$ cat config.mk
export PLATFORM = sky130hd
export DESIGN_NAME = sliding_window_stats_flat
export DESIGN_NICKNAME = d
export VERILOG_FILES = /design/src/sv/sws_pkg.sv /design/src/sv/sws_item_if.sv /design/src/sv/sws_result_if.sv /design/src/sv/sws_ram.sv /design/src/sv/sws_div.sv /design/src/sv/sliding_window_stats.sv /design/src/flat_wrapper.sv
export SDC_FILE = /design/constraint.sdc
export NUM_CORES = 2
export LEC_CHECK = 0
export BUFFER_PORTS_ARGS = -buffer_cell sky130_fd_sc_hd__buf_2
export CAP_MARGIN = 10
export CORE_AREA = 3 3 458 460
export CTS_CLUSTER_SIZE = 10
export DETAILED_ROUTE_END_ITERATION = 16
export DIE_AREA = 0 0 461 463
export HOLD_SLACK_MARGIN = 0.1
export PLACE_DENSITY = 0.72
export RECOVER_POWER = 50
export SYNTH_ARGS = -nofsm -noshare
export SYNTH_HDL_FRONTEND = slang
export SYNTH_SLANG_ARGS = --single-unit
export TNS_END_PERCENT = 100
$ cat constraint.sdc
create_clock -name clk -period 54.3 [get_ports clk]
set_input_delay 10.86 -clock clk [delete_from_list [all_inputs] [get_ports clk]]
set_output_delay 10.86 -clock clk [all_outputs]
set_load 0.005 [all_outputs]
$ cat src/sv/sws_pkg.sv
// Shared widths, register indexes, defaults and types for the sliding window statistics block.
package sws_pkg;

  // Field widths, fixed by the item and result formats.
  localparam int CMD_W  = 1;
  localparam int WORD_W = 32;
  localparam int LOOK_W = 6;
  localparam int CNT_W  = 7;
  localparam int SUM_W  = 38;

  // Configuration port geometry.
  localparam int APB_DATA_W = 32;
  localparam int APB_ADDR_W = 3;

  // Register indexes, taken from byte address bit 2.
  localparam logic REG_WINDOW_SIZE   = 1'b0;
  localparam logic REG_PARTIAL_COUNT = 1'b1;

  // Register reset values.
  localparam logic [CNT_W-1:0] WINDOW_SIZE_RESET   = 7'd0;
  localparam logic [CNT_W-1:0] PARTIAL_COUNT_RESET = 7'd1;

  // Command codes.
  localparam logic [CMD_W-1:0] CMD_PUSH   = 1'b0;
  localparam logic [CMD_W-1:0] CMD_REPORT = 1'b1;

  // Parameter defaults.
  localparam int DEF_MAX_WINDOW  = 64;
  localparam int DEF_SAMPLE_BITS = 32;

  // Status of the shared divider.
  typedef struct packed {
    logic busy;
    logic done;
  } div_stat_t;

endpackage

$ cat src/sv/sws_item_if.sv
// Input channel interface: one transaction carries a command, a sample and a lookback.
interface sws_item_if;
  import sws_pkg::*;

  logic              valid;
  logic              ready;
  logic [CMD_W-1:0]  command;
  logic [WORD_W-1:0] sample;
  logic [LOOK_W-1:0] lookback;

  modport source (output valid, command, sample, lookback, input ready);
  modport sink   (input valid, command, sample, lookback, output ready);
endinterface

$ cat src/sv/sws_result_if.sv
// Result channel interface: one transaction carries the window statistics.
interface sws_result_if;
  import sws_pkg::*;

  logic              valid;
  logic              ready;
  logic [CNT_W-1:0]  filled;
  logic [SUM_W-1:0]  window_sum;
  logic [WORD_W-1:0] window_mean;
  logic [WORD_W-1:0] window_min;
  logic [WORD_W-1:0] newest;
  logic [WORD_W-1:0] oldest;
  logic [SUM_W-1:0]  partial_sum;
  logic [WORD_W-1:0] peek_value;

  modport source (output valid, filled, window_sum, window_mean, window_min, newest, oldest,
                  partial_sum, peek_value, input ready);
  modport sink   (input valid, filled, window_sum, window_mean, window_min, newest, oldest,
                  partial_sum, peek_value, output ready);
endinterface

$ cat src/sv/sws_ram.sv
// Generic single-write, single-read RAM with a registered read port.
module sws_ram #(
  parameter int WIDTH = 32,
  parameter int DEPTH = 64
) (
  input  logic                                 clk,
  input  logic                                 we,
  input  logic [(DEPTH > 1 ? $clog2(DEPTH) : 1)-1:0] waddr,
  input  logic [WIDTH-1:0]                     wdata,
  input  logic [(DEPTH > 1 ? $clog2(DEPTH) : 1)-1:0] raddr,
  output logic [WIDTH-1:0]                     rdata
);

  logic [WIDTH-1:0] mem [DEPTH];

  // Write port and registered read port.
  always_ff @(posedge clk) begin
    if (we) begin
      mem[waddr] <= wdata;
    end
    rdata <= mem[raddr];
  end

endmodule

$ cat src/sv/sws_div.sv
// Bit-serial restoring divider: a sum-wide dividend by a count-wide divisor.
module sws_div (
  input  logic                     clk,
  input  logic                     rst,
  input  logic                     start,
  input  logic [sws_pkg::SUM_W-1:0] dividend,
  input  logic [sws_pkg::CNT_W-1:0] divisor,
  output logic [sws_pkg::SUM_W-1:0] quotient,
  output logic [sws_pkg::CNT_W-1:0] remainder,
  output sws_pkg::div_stat_t        stat
);
  import sws_pkg::*;

  localparam int STEP_W = $clog2(SUM_W + 1);

  logic [SUM_W-1:0]  quo;
  logic [CNT_W-1:0]  rem;
  logic [CNT_W-1:0]  dvs;
  logic [STEP_W-1:0] steps;
  logic              busy;
  logic              done;

  logic [CNT_W:0]    trial;
  logic              fits;
  logic [CNT_W-1:0]  rem_next;

  // One quotient bit per cycle: shift in the next dividend bit and try the subtract.
  always_comb begin
    trial    = {rem, quo[SUM_W-1]};
    fits     = trial >= {1'b0, dvs};
    rem_next = fits ? CNT_W'(trial - {1'b0, dvs}) : trial[CNT_W-1:0];
  end

  always_ff @(posedge clk) begin
    if (rst) begin
      busy  <= 1'b0;
      done  <= 1'b0;
      steps <= '0;
    end else begin
      done <= 1'b0;
      if (start && !busy) begin
        quo   <= dividend;
        rem   <= '0;
        dvs   <= divisor;
        steps <= STEP_W'(SUM_W);
        busy  <= 1'b1;
      end else if (busy) begin
        quo   <= {quo[SUM_W-2:0], fits};
        rem   <= rem_next;
        steps <= steps - 1'b1;
        if (steps == STEP_W'(1)) begin
          busy <= 1'b0;
          done <= 1'b1;
        end
      end
    end
  end

  assign quotient  = quo;
  assign remainder = rem;
  assign stat      = '{busy: busy, done: done};

endmodule

$ cat src/sv/sliding_window_stats.sv
// Top level of the sliding window statistics block: registers, sequencer and sample store.
//
// Keeps the most recent window_size rate samples in a circular store and reports, for every
// input transaction, the fill count, sum, truncated mean, minimum, newest and oldest entries,
// the sum of the newest partial_count entries and the entry lookback steps back. One item is
// handled at a time and input ready is high only while the sequencer is idle; the result waits
// in an output register so the next item can be taken before it is collected. A push reads the
// entry it evicts, writes the sample, rescans the window for the minimum (only when the old
// minimum is evicted) and sums the partial window; a report-only item skips the push and the
// rescan. Each item uses the bit-serial divider for lookback modulo the window length and,
// unless the window is empty, for the mean. All store accesses go through the single read and
// single write port of the RAM. After reset and after every window_size write the store is
// cleared in a pass over all MAX_WINDOW entries, during which no item is accepted.
module sliding_window_stats #(
  parameter int MAX_WINDOW  = sws_pkg::DEF_MAX_WINDOW,
  parameter int SAMPLE_BITS = sws_pkg::DEF_SAMPLE_BITS
) (
  input  logic                           clk,
  input  logic                           rst,
  sws_item_if.sink                       item,
  sws_result_if.source                   result,
  input  logic                           psel,
  input  logic                           penable,
  input  logic                           pwrite,
  input  logic [sws_pkg::APB_ADDR_W-1:0] paddr,
  input  logic [sws_pkg::APB_DATA_W-1:0] pwdata,
  output logic [sws_pkg::APB_DATA_W-1:0] prdata,
  output logic                           pready
);
  import sws_pkg::*;

  localparam int IDX_W = (MAX_WINDOW > 1) ? $clog2(MAX_WINDOW) : 1;
  localparam int MAX_LEN = (MAX_WINDOW > (2 ** CNT_W - 1)) ? (2 ** CNT_W - 1) : MAX_WINDOW;
  localparam logic [CNT_W-1:0] MAX_LEN_C = CNT_W'(MAX_LEN);
  localparam logic [IDX_W-1:0] LAST_IDX  = IDX_W'(MAX_WINDOW - 1);

  typedef enum logic [3:0] {
    S_CLEAR,
    S_IDLE,
    S_PUSH0,
    S_PUSH1,
    S_SCAN,
    S_PSUM,
    S_NEW,
    S_OLD,
    S_MOD_GO,
    S_MOD_WAIT,
    S_MEAN_GO,
    S_MEAN_WAIT,
    S_DONE
  } state_t;

  state_t state;

  // Configuration and window state.
  logic [CNT_W-1:0]       window_size;
  logic [CNT_W-1:0]       partial_count;
  logic [CNT_W-1:0]       wp;
  logic [CNT_W-1:0]       vc;
  logic [SUM_W-1:0]       run_sum;
  logic [SAMPLE_BITS-1:0] cur_min;
  logic [IDX_W-1:0]       clr_addr;

  // Per-item working registers.
  logic [SAMPLE_BITS-1:0] sample_q;
  logic [LOOK_W-1:0]      lookback_q;
  logic [SAMPLE_BITS-1:0] scan_min;
  logic [CNT_W-1:0]       cnt;
  logic                   pend;
  logic [CNT_W-1:0]       pidx;
  logic [SUM_W-1:0]       psum;
  logic [SAMPLE_BITS-1:0] new_q;
  logic [SAMPLE_BITS-1:0] old_q;
  logic [SAMPLE_BITS-1:0] peek_q;
  logic [WORD_W-1:0]      mean_q;

  // Result register.
  logic                   res_valid;
  logic [CNT_W-1:0]       res_filled;
  logic [SUM_W-1:0]       res_sum;
  logic [WORD_W-1:0]      res_mean;
  logic [WORD_W-1:0]      res_min;
  logic [WORD_W-1:0]      res_newest;
  logic [WORD_W-1:0]      res_oldest;
  logic [SUM_W-1:0]       res_psum;
  logic [WORD_W-1:0]      res_peek;

  // Combinational helpers.
  logic [CNT_W-1:0]       len;
  logic [CNT_W-1:0]       wp_inc;
  logic [CNT_W-1:0]       vc_inc;
  logic [CNT_W-1:0]       part_n;
  logic [CNT_W-1:0]       pidx_dec;
  logic [CNT_W-1:0]       peek_idx;
  logic                   scan_issue;
  logic                   psum_issue;
  logic                   cfg_wr;
  logic                   item_take;

  // Store and divider connections.
  logic                   ram_we;
  logic [IDX_W-1:0]       ram_waddr;
  logic [SAMPLE_BITS-1:0] ram_wdata;
  logic [IDX_W-1:0]       ram_raddr;
  logic [SAMPLE_BITS-1:0] ram_rdata;
  logic                   div_start;
  logic [SUM_W-1:0]       div_dividend;
  logic [CNT_W-1:0]       div_divisor;
  logic [SUM_W-1:0]       div_quo;
  logic [CNT_W-1:0]       div_rem;
  div_stat_t              div_stat;

  // Effective window length: zero selects a single entry, large sizes saturate.
  function automatic logic [CNT_W-1:0] win_len(input logic [CNT_W-1:0] ws);
    logic [CNT_W-1:0] l;
    if (ws == '0) begin
      l = CNT_W'(1);
    end else if (ws > MAX_LEN_C) begin
      l = MAX_LEN_C;
    end else begin
      l = ws;
    end
    return l;
  endfunction

  // Pointer arithmetic over the circular window.
  always_comb begin
    len      = win_len(window_size);
    wp_inc   = ({1'b0, wp} + 1'b1 == {1'b0, len}) ? '0 : wp + 1'b1;
    vc_inc   = ({1'b0, vc} + 1'b1 < {1'b0, len}) ? vc + 1'b1 : len;
    part_n   = (partial_count < len) ? partial_count : len;
    pidx_dec = (pidx == '0) ? len - 1'b1 : pidx - 1'b1;
    peek_idx = (wp >= div_rem) ? wp - div_rem : CNT_W'({1'b0, wp} + {1'b0, len} - {1'b0, div_rem});
    scan_issue = cnt < vc;
    psum_issue = cnt < part_n;
  end

  assign cfg_wr    = psel && penable && pwrite && pready;
  assign item_take = item.valid && item.ready;

  // Store port selection by sequencer state.
  always_comb begin
    ram_we    = 1'b0;
    ram_waddr = IDX_W'(wp);
    ram_wdata = sample_q;
    ram_raddr = IDX_W'(wp);
    case (state)
      S_CLEAR: begin
        ram_we    = 1'b1;
        ram_waddr = clr_addr;
        ram_wdata = '0;
      end
      S_PUSH0:    ram_raddr = IDX_W'(wp_inc);
      S_PUSH1:    ram_we    = 1'b1;
      S_SCAN:     ram_raddr = IDX_W'(cnt);
      S_PSUM:     ram_raddr = IDX_W'(pidx);
      S_OLD:      ram_raddr = IDX_W'(wp_inc);
      S_MOD_WAIT: ram_raddr = IDX_W'(peek_idx);
      default:    ram_raddr = IDX_W'(wp);
    endcase
  end

  // Divider requests: lookback modulo length, then sum over count.
  always_comb begin
    div_start    = 1'b0;
    div_dividend = SUM_W'(lookback_q);
    div_divisor  = len;
    case (state)
      S_MOD_GO: div_start = 1'b1;
      S_MEAN_GO: begin
        div_start    = vc != '0;
        div_dividend = run_sum;
        div_divisor  = vc;
      end
      default: div_start = 1'b0;
    endcase
  end

  // Sequencer, window state and result register.
  always_ff @(posedge clk) begin
    if (rst) begin
      state         <= S_CLEAR;
      clr_addr      <= '0;
      window_size   <= WINDOW_SIZE_RESET;
      partial_count <= PARTIAL_COUNT_RESET;
      wp            <= win_len(WINDOW_SIZE_RESET) - 1'b1;
      vc            <= '0;
      run_sum       <= '0;
      cur_min       <= '0;
      cnt           <= '0;
      pend          <= 1'b0;
      res_valid     <= 1'b0;
    end else begin
      if (res_valid && result.ready) begin
        res_valid <= 1'b0;
      end

      case (state)
        S_CLEAR: begin
          clr_addr <= clr_addr + 1'b1;
          if (clr_addr == LAST_IDX) begin
            state <= S_IDLE;
          end
        end

        S_IDLE: begin
          if (item_take) begin
            sample_q   <= item.sample[SAMPLE_BITS-1:0];
            lookback_q <= item.lookback;
            cnt        <= '0;
            pend       <= 1'b0;
            pidx       <= wp;
            psum       <= '0;
            state      <= (item.command == CMD_PUSH) ? S_PUSH0 : S_PSUM;
          end
        end

        // Advance the pointer and fetch the entry being evicted.
        S_PUSH0: begin
          wp    <= wp_inc;
          vc    <= vc_inc;
          state <= S_PUSH1;
        end

        // Write the sample, update the sum and decide on the minimum.
        S_PUSH1: begin
          run_sum  <= run_sum - SUM_W'(ram_rdata) + SUM_W'(sample_q);
          scan_min <= sample_q;
          pidx     <= wp;
          if (sample_q <= cur_min) begin
            cur_min <= sample_q;
            state   <= S_PSUM;
          end else if (ram_rdata == cur_min) begin
            state <= S_SCAN;
          end else begin
            state <= S_PSUM;
          end
        end

        // Rescan entries 0 to count-1 for the new minimum, one read per cycle.
        S_SCAN: begin
          if (pend && ram_rdata < scan_min) begin
            scan_min <= ram_rdata;
          end
          if (scan_issue) begin
            cnt <= cnt + 1'b1;
          end
          pend <= scan_issue;
          if (!scan_issue && !pend) begin
            cur_min <= scan_min;
            cnt     <= '0;
            state   <= S_PSUM;
          end
        end

        // Walk back from the newest entry, summing the partial window.
        S_PSUM: begin
          if (pend) begin
            psum <= psum + SUM_W'(ram_rdata);
          end
          if (psum_issue) begin
            cnt  <= cnt + 1'b1;
            pidx <= pidx_dec;
          end
          pend <= psum_issue;
          if (!psum_issue && !pend) begin
            state <= S_NEW;
          end
        end

        S_NEW: state <= S_OLD;

        S_OLD: begin
          new_q <= ram_rdata;
          state <= S_MOD_GO;
        end

        S_MOD_GO: begin
          old_q <= ram_rdata;
          state <= S_MOD_WAIT;
        end

        // The peek address is issued in the cycle the remainder is ready.
        S_MOD_WAIT: begin
          if (div_stat.done) begin
            state <= S_MEAN_GO;
          end
        end

        S_MEAN_GO: begin
          peek_q <= ram_rdata;
          if (vc == '0) begin
            mean_q <= '0;
            state  <= S_DONE;
          end else begin
            state <= S_MEAN_WAIT;
          end
        end

        S_MEAN_WAIT: begin
          if (div_stat.done) begin
            mean_q <= div_quo[WORD_W-1:0];
            state  <= S_DONE;
          end
        end

        // Hand the statistics to the result register once it is free.
        S_DONE: begin
          if (!res_valid || result.ready) begin
            res_valid  <= 1'b1;
            res_filled <= vc;
            res_sum    <= (window_size == '0) ? '0 : run_sum;
            res_mean   <= mean_q;
            res_min    <= WORD_W'(cur_min);
            res_newest <= WORD_W'(new_q);
            res_oldest <= WORD_W'(old_q);
            res_psum   <= psum;
            res_peek   <= WORD_W'(peek_q);
            state      <= S_IDLE;
          end
        end

        default: state <= S_IDLE;
      endcase

      // Register writes; a window size write restarts the window and clears the store.
      if (cfg_wr) begin
        case (paddr[2])
          REG_WINDOW_SIZE: begin
            window_size <= pwdata[CNT_W-1:0];
            wp          <= win_len(pwdata[CNT_W-1:0]) - 1'b1;
            vc          <= '0;
            run_sum     <= '0;
            cur_min     <= '0;
            clr_addr    <= '0;
            state       <= S_CLEAR;
          end
          REG_PARTIAL_COUNT: partial_count <= pwdata[CNT_W-1:0];
          default: partial_count <= partial_count;
        endcase
      end
    end
  end

  // Register read-back.
  always_comb begin
    case (paddr[2])
      REG_WINDOW_SIZE:   prdata = APB_DATA_W'(window_size);
      REG_PARTIAL_COUNT: prdata = APB_DATA_W'(partial_count);
      default:           prdata = '0;
    endcase
  end

  assign pready = 1'b1;

  // Channel outputs.
  assign item.ready         = state == S_IDLE;
  assign result.valid       = res_valid;
  assign result.filled      = res_filled;
  assign result.window_sum  = res_sum;
  assign result.window_mean = res_mean;
  assign result.window_min  = res_min;
  assign result.newest      = res_newest;
  assign result.oldest      = res_oldest;
  assign result.partial_sum = res_psum;
  assign result.peek_value  = res_peek;

  sws_ram #(
    .WIDTH (SAMPLE_BITS),
    .DEPTH (MAX_WINDOW)
  ) u_store (
    .clk   (clk),
    .we    (ram_we),
    .waddr (ram_waddr),
    .wdata (ram_wdata),
    .raddr (ram_raddr),
    .rdata (ram_rdata)
  );

  sws_div u_div (
    .clk       (clk),
    .rst       (rst),
    .start     (div_start),
    .dividend  (div_dividend),
    .divisor   (div_divisor),
    .quotient  (div_quo),
    .remainder (div_rem),
    .stat      (div_stat)
  );

`ifndef SYNTHESIS
  // The write pointer always lies inside the current window.
  a_wp_in_window: assert property (@(posedge clk) disable iff (rst) wp < len)
    else $error("write pointer outside the window");

  // The fill count never exceeds the window length.
  a_count_bounded: assert property (@(posedge clk) disable iff (rst) vc <= len)
    else $error("fill count above window length");

  // The divider is never started while a division is still running.
  a_div_free: assert property (@(posedge clk) disable iff (rst) div_start |-> !div_stat.busy)
    else $error("divider started while busy");

  // A new result appears only when the sequencer finishes an item.
  a_result_source: assert property (@(posedge clk) disable iff (rst)
    $rose(res_valid) |-> $past(state == S_DONE))
    else $error("result raised outside the finish step");
`endif

endmodule

$ cat src/flat_wrapper.sv
// flat-port wrapper written by rule: the top's interface ports become plain ports
module sliding_window_stats_flat import sws_pkg::*;
#(
  parameter int MAX_WINDOW  = sws_pkg::DEF_MAX_WINDOW,
  parameter int SAMPLE_BITS = sws_pkg::DEF_SAMPLE_BITS
)
  (clk, rst, psel, penable, pwrite, paddr, pwdata, prdata, pready, item_valid, item_command, item_sample, item_lookback, item_ready, result_valid, result_filled, result_window_sum, result_window_mean, result_window_min, result_newest, result_oldest, result_partial_sum, result_peek_value, result_ready);
  sws_item_if item_i ();
  sws_result_if result_i ();
  input  logic clk;
  input  logic rst;
  input  logic psel;
  input  logic penable;
  input  logic pwrite;
  input  logic [sws_pkg::APB_ADDR_W-1:0] paddr;
  input  logic [sws_pkg::APB_DATA_W-1:0] pwdata;
  output logic [sws_pkg::APB_DATA_W-1:0] prdata;
  output logic pready;
  input wire logic [$bits(item_i.valid)-1:0] item_valid;
  input wire logic [$bits(item_i.command)-1:0] item_command;
  input wire logic [$bits(item_i.sample)-1:0] item_sample;
  input wire logic [$bits(item_i.lookback)-1:0] item_lookback;
  output wire logic [$bits(item_i.ready)-1:0] item_ready;
  output wire logic [$bits(result_i.valid)-1:0] result_valid;
  output wire logic [$bits(result_i.filled)-1:0] result_filled;
  output wire logic [$bits(result_i.window_sum)-1:0] result_window_sum;
  output wire logic [$bits(result_i.window_mean)-1:0] result_window_mean;
  output wire logic [$bits(result_i.window_min)-1:0] result_window_min;
  output wire logic [$bits(result_i.newest)-1:0] result_newest;
  output wire logic [$bits(result_i.oldest)-1:0] result_oldest;
  output wire logic [$bits(result_i.partial_sum)-1:0] result_partial_sum;
  output wire logic [$bits(result_i.peek_value)-1:0] result_peek_value;
  input wire logic [$bits(result_i.ready)-1:0] result_ready;
  assign item_i.valid = item_valid;
  assign item_i.command = item_command;
  assign item_i.sample = item_sample;
  assign item_i.lookback = item_lookback;
  assign item_ready = item_i.ready;
  assign result_valid = result_i.valid;
  assign result_filled = result_i.filled;
  assign result_window_sum = result_i.window_sum;
  assign result_window_mean = result_i.window_mean;
  assign result_window_min = result_i.window_min;
  assign result_newest = result_i.newest;
  assign result_oldest = result_i.oldest;
  assign result_partial_sum = result_i.partial_sum;
  assign result_peek_value = result_i.peek_value;
  assign result_i.ready = result_ready;
  sliding_window_stats #(.MAX_WINDOW(MAX_WINDOW), .SAMPLE_BITS(SAMPLE_BITS)) u_core (.clk(clk), .rst(rst), .item(item_i), .result(result_i), .psel(psel), .penable(penable), .pwrite(pwrite), .paddr(paddr), .pwdata(pwdata), .prdata(prdata), .pready(pready));
endmodule
==> out/results.ini <==
[flow_run]
maxCapViolations=50

[hold_path]
hold_path_depth=0
holdCritStartpoint=u_core.peek_q[13]
hold_path_class=flop to flop
min_to=u_core.result.peek_value[13]

[die]
start_util=0.548
dieArea_sq_mm=0.213
die_w_um=461
pin_count=359
design.core.area_sq_mm=0.206
row_count=167
die_h_um=463

[detailed_routing]
wire_per_inst_um=29.9
wl_met3_mm=40.3
drt_first_iter_violations=10500
routed_wl_mm=331
drtPass1Iterations=8
postRouteAntennaNets=0
drc=0
vias=71800
wl_met2_mm=152
avgViaCountPerCell=6.51
wl_met1_mm=120
top_layer_used=met5

[place]
post-dp-hpwl_mm=192
place_inst=10600
portBuffers=305
place_congestion=0.927
dp_slack_ps=31890
place_area_sq_mm=0.119

[timing]
setup_viol=0
drv_slew=2656
grt_setup_unrepaired=false
worst_slack_ps=31890
period_share=0.413
hold_viol_final=0
fin_skew_ps=70.7
tns_ps=0
relSlewSlack=-1.53
fmax_mhz=44.6
worst_pin_slew_ps=3790
min_period_ps=22410

[global_routing]
overflow=0
grt_pass1_wl_mm=471
grt_max_degree=165
grt_pass1_vias=68800
antenna_found_initial=14
track_usage=0.303

[cts]
cts-buffers-inserted=328
cts_resized=0
cts_setup_buffers=0
clk_latency_ps=960
cts_tree=built
holdBufCountCts=0
clockRootBuffer=clkbuf_16
clkTransAtPathRegs_ps=50
clockBufferDepth=4
h-tree-depth=5
cts.sinks=2743

[setup_path]
cp-end-kind=primary output
reg2reg_from=u_core.state[0]
reg2reg_to=u_core.u_store.rdata[14]
cp_max_fo=12
start_kind=input pin
reg2reg_depth=13
critPathKind=input pin to primary output
required_ps=43440
rrSetupSlack_ps=45440
worstPathArrival_ps=11550
cp-startpoint=paddr[2]

[outcome]
failed_checks=max-capacitance violations, max-slew violations
outcome=complete, but fails checks

[cells_and_area]
finish.utilization=0.617
nets=8516
drive_gt1_frac=0.134
layout.cells.non_filler=11000
area_growth_pct=12.6
final_cell_mix=edfxtp_1, nand2_1, nand3_1
final_common_cell=edfxtp_1
design_area_sq_mm=0.127

[logic_synthesis]
synthFlopType=edfxtp_1
synth_seq_cells=2743
synth_area_per_cell_sq_um=14.6
synth_edf_count=2586
syn_area_sq_mm=0.113
async_flop_share=0
yosys_warnings=0
ys_seq_area_frac=0.715
yosys.cell_types.count=98
netlist_instances=7763

[power]
p_per_area_mw_per_mm2=35.1
peakVddDrop_mv=0.0398
leakage_nw=43.4

-- worst max path at each step --
stage / end / depth (start not counted)
after floorplan: u_core.result.filled[0] / 3
after global placement: prdata[5] / 3
after detailed placement: prdata[5] / 3
after CTS: prdata[5] / 3
after global routing: prdata[2] / 3
final: prdata[3] / 3
-- worst max-delay path: stages --
cell and delay, ps:
buf_2 200, mux2_2 360, buf_2 130
-- power breakdown --
group          total (mW)  internal [mW]  switching, mW
Sequential           2.32           2.30         0.0141
Clock                1.89           1.10          0.786
Combinational       0.270         0.0897          0.181
Total                4.48           3.49          0.980
-- stage by stage --
step / hold slack [ps] / power [mW]
3_3_place_gp: 402 / 2.62
5_1_grt: 419 / 4.59
3_5_place_dp: 405 / 2.62
6_report: 413 / 4.48
2_1_floorplan: 400 / 2.52
4_1_cts: 411 / 4.48
-- final cells by class --
| type | instances | area, sq um |
|---|---|---|
| Sequential cell | 2743 | 80800 |
| Fill cell | 14800 | 79100 |
| Multi-Input combinational cell | 4342 | 30200 |
| Clock buffer | 429 | 8660 |
| Tap cell | 2704 | 3380 |
| Timing Repair Buffer | 526 | 3050 |
| Inverter | 269 | 1010 |
| Clock inverter | 18 | 161 |
| Antenna cell | 10 | 25.0 |
-- logic make-up after synthesis --
group	count (synthesis)	synth area share
flops	2743	0.715
simple gates	2297	0.0913
compound gates	1222	0.0734
buf+inv	702	0.0270
mux	445	0.0560
fa+ha+maj	225	0.0276
xor+xnor	127	0.00991
other cells	2	0.0000664
-- registers in the layout (all words and copies together) (netlist names), 38 cells and up --
name,flops
u_core.result.window_sum,38
u_core.psum,38
u_core.result.partial_sum,38
u_core.run_sum,38
u_core.u_div.quotient,38
u_core.u_store.mem,2048
-- layer usage --
metal,track usage,vias up
li1,-,30300
met1,0.404,35800
met2,0.474,4907
met3,0.0697,886
met4,0.149,6
met5,0,-
-- synthesized netlist by cell type, types with 65 or more instances --
library cell | number | area, sq um
a21o_1 | 78 | 586
a21oi_1 | 373 | 1870
a221oi_1 | 145 | 1270
and3_1 | 65 | 407
buf_2 | 97 | 485
clkbuf_1 | 215 | 807
dfxtp_1 | 157 | 3140
edfxtp_1 | 2586 | 77700
ha_1 | 185 | 2310
inv_1 | 266 | 998
mux2i_1 | 290 | 2900
mux4_2 | 147 | 3310
nand2_1 | 1201 | 4510
nand3_1 | 387 | 1940
nand4_1 | 77 | 482
nor2_1 | 265 | 995
o21ai_0 | 175 | 876
xor2_1 | 74 | 648
Note: power is estimated with default switching activity, not from simulation.
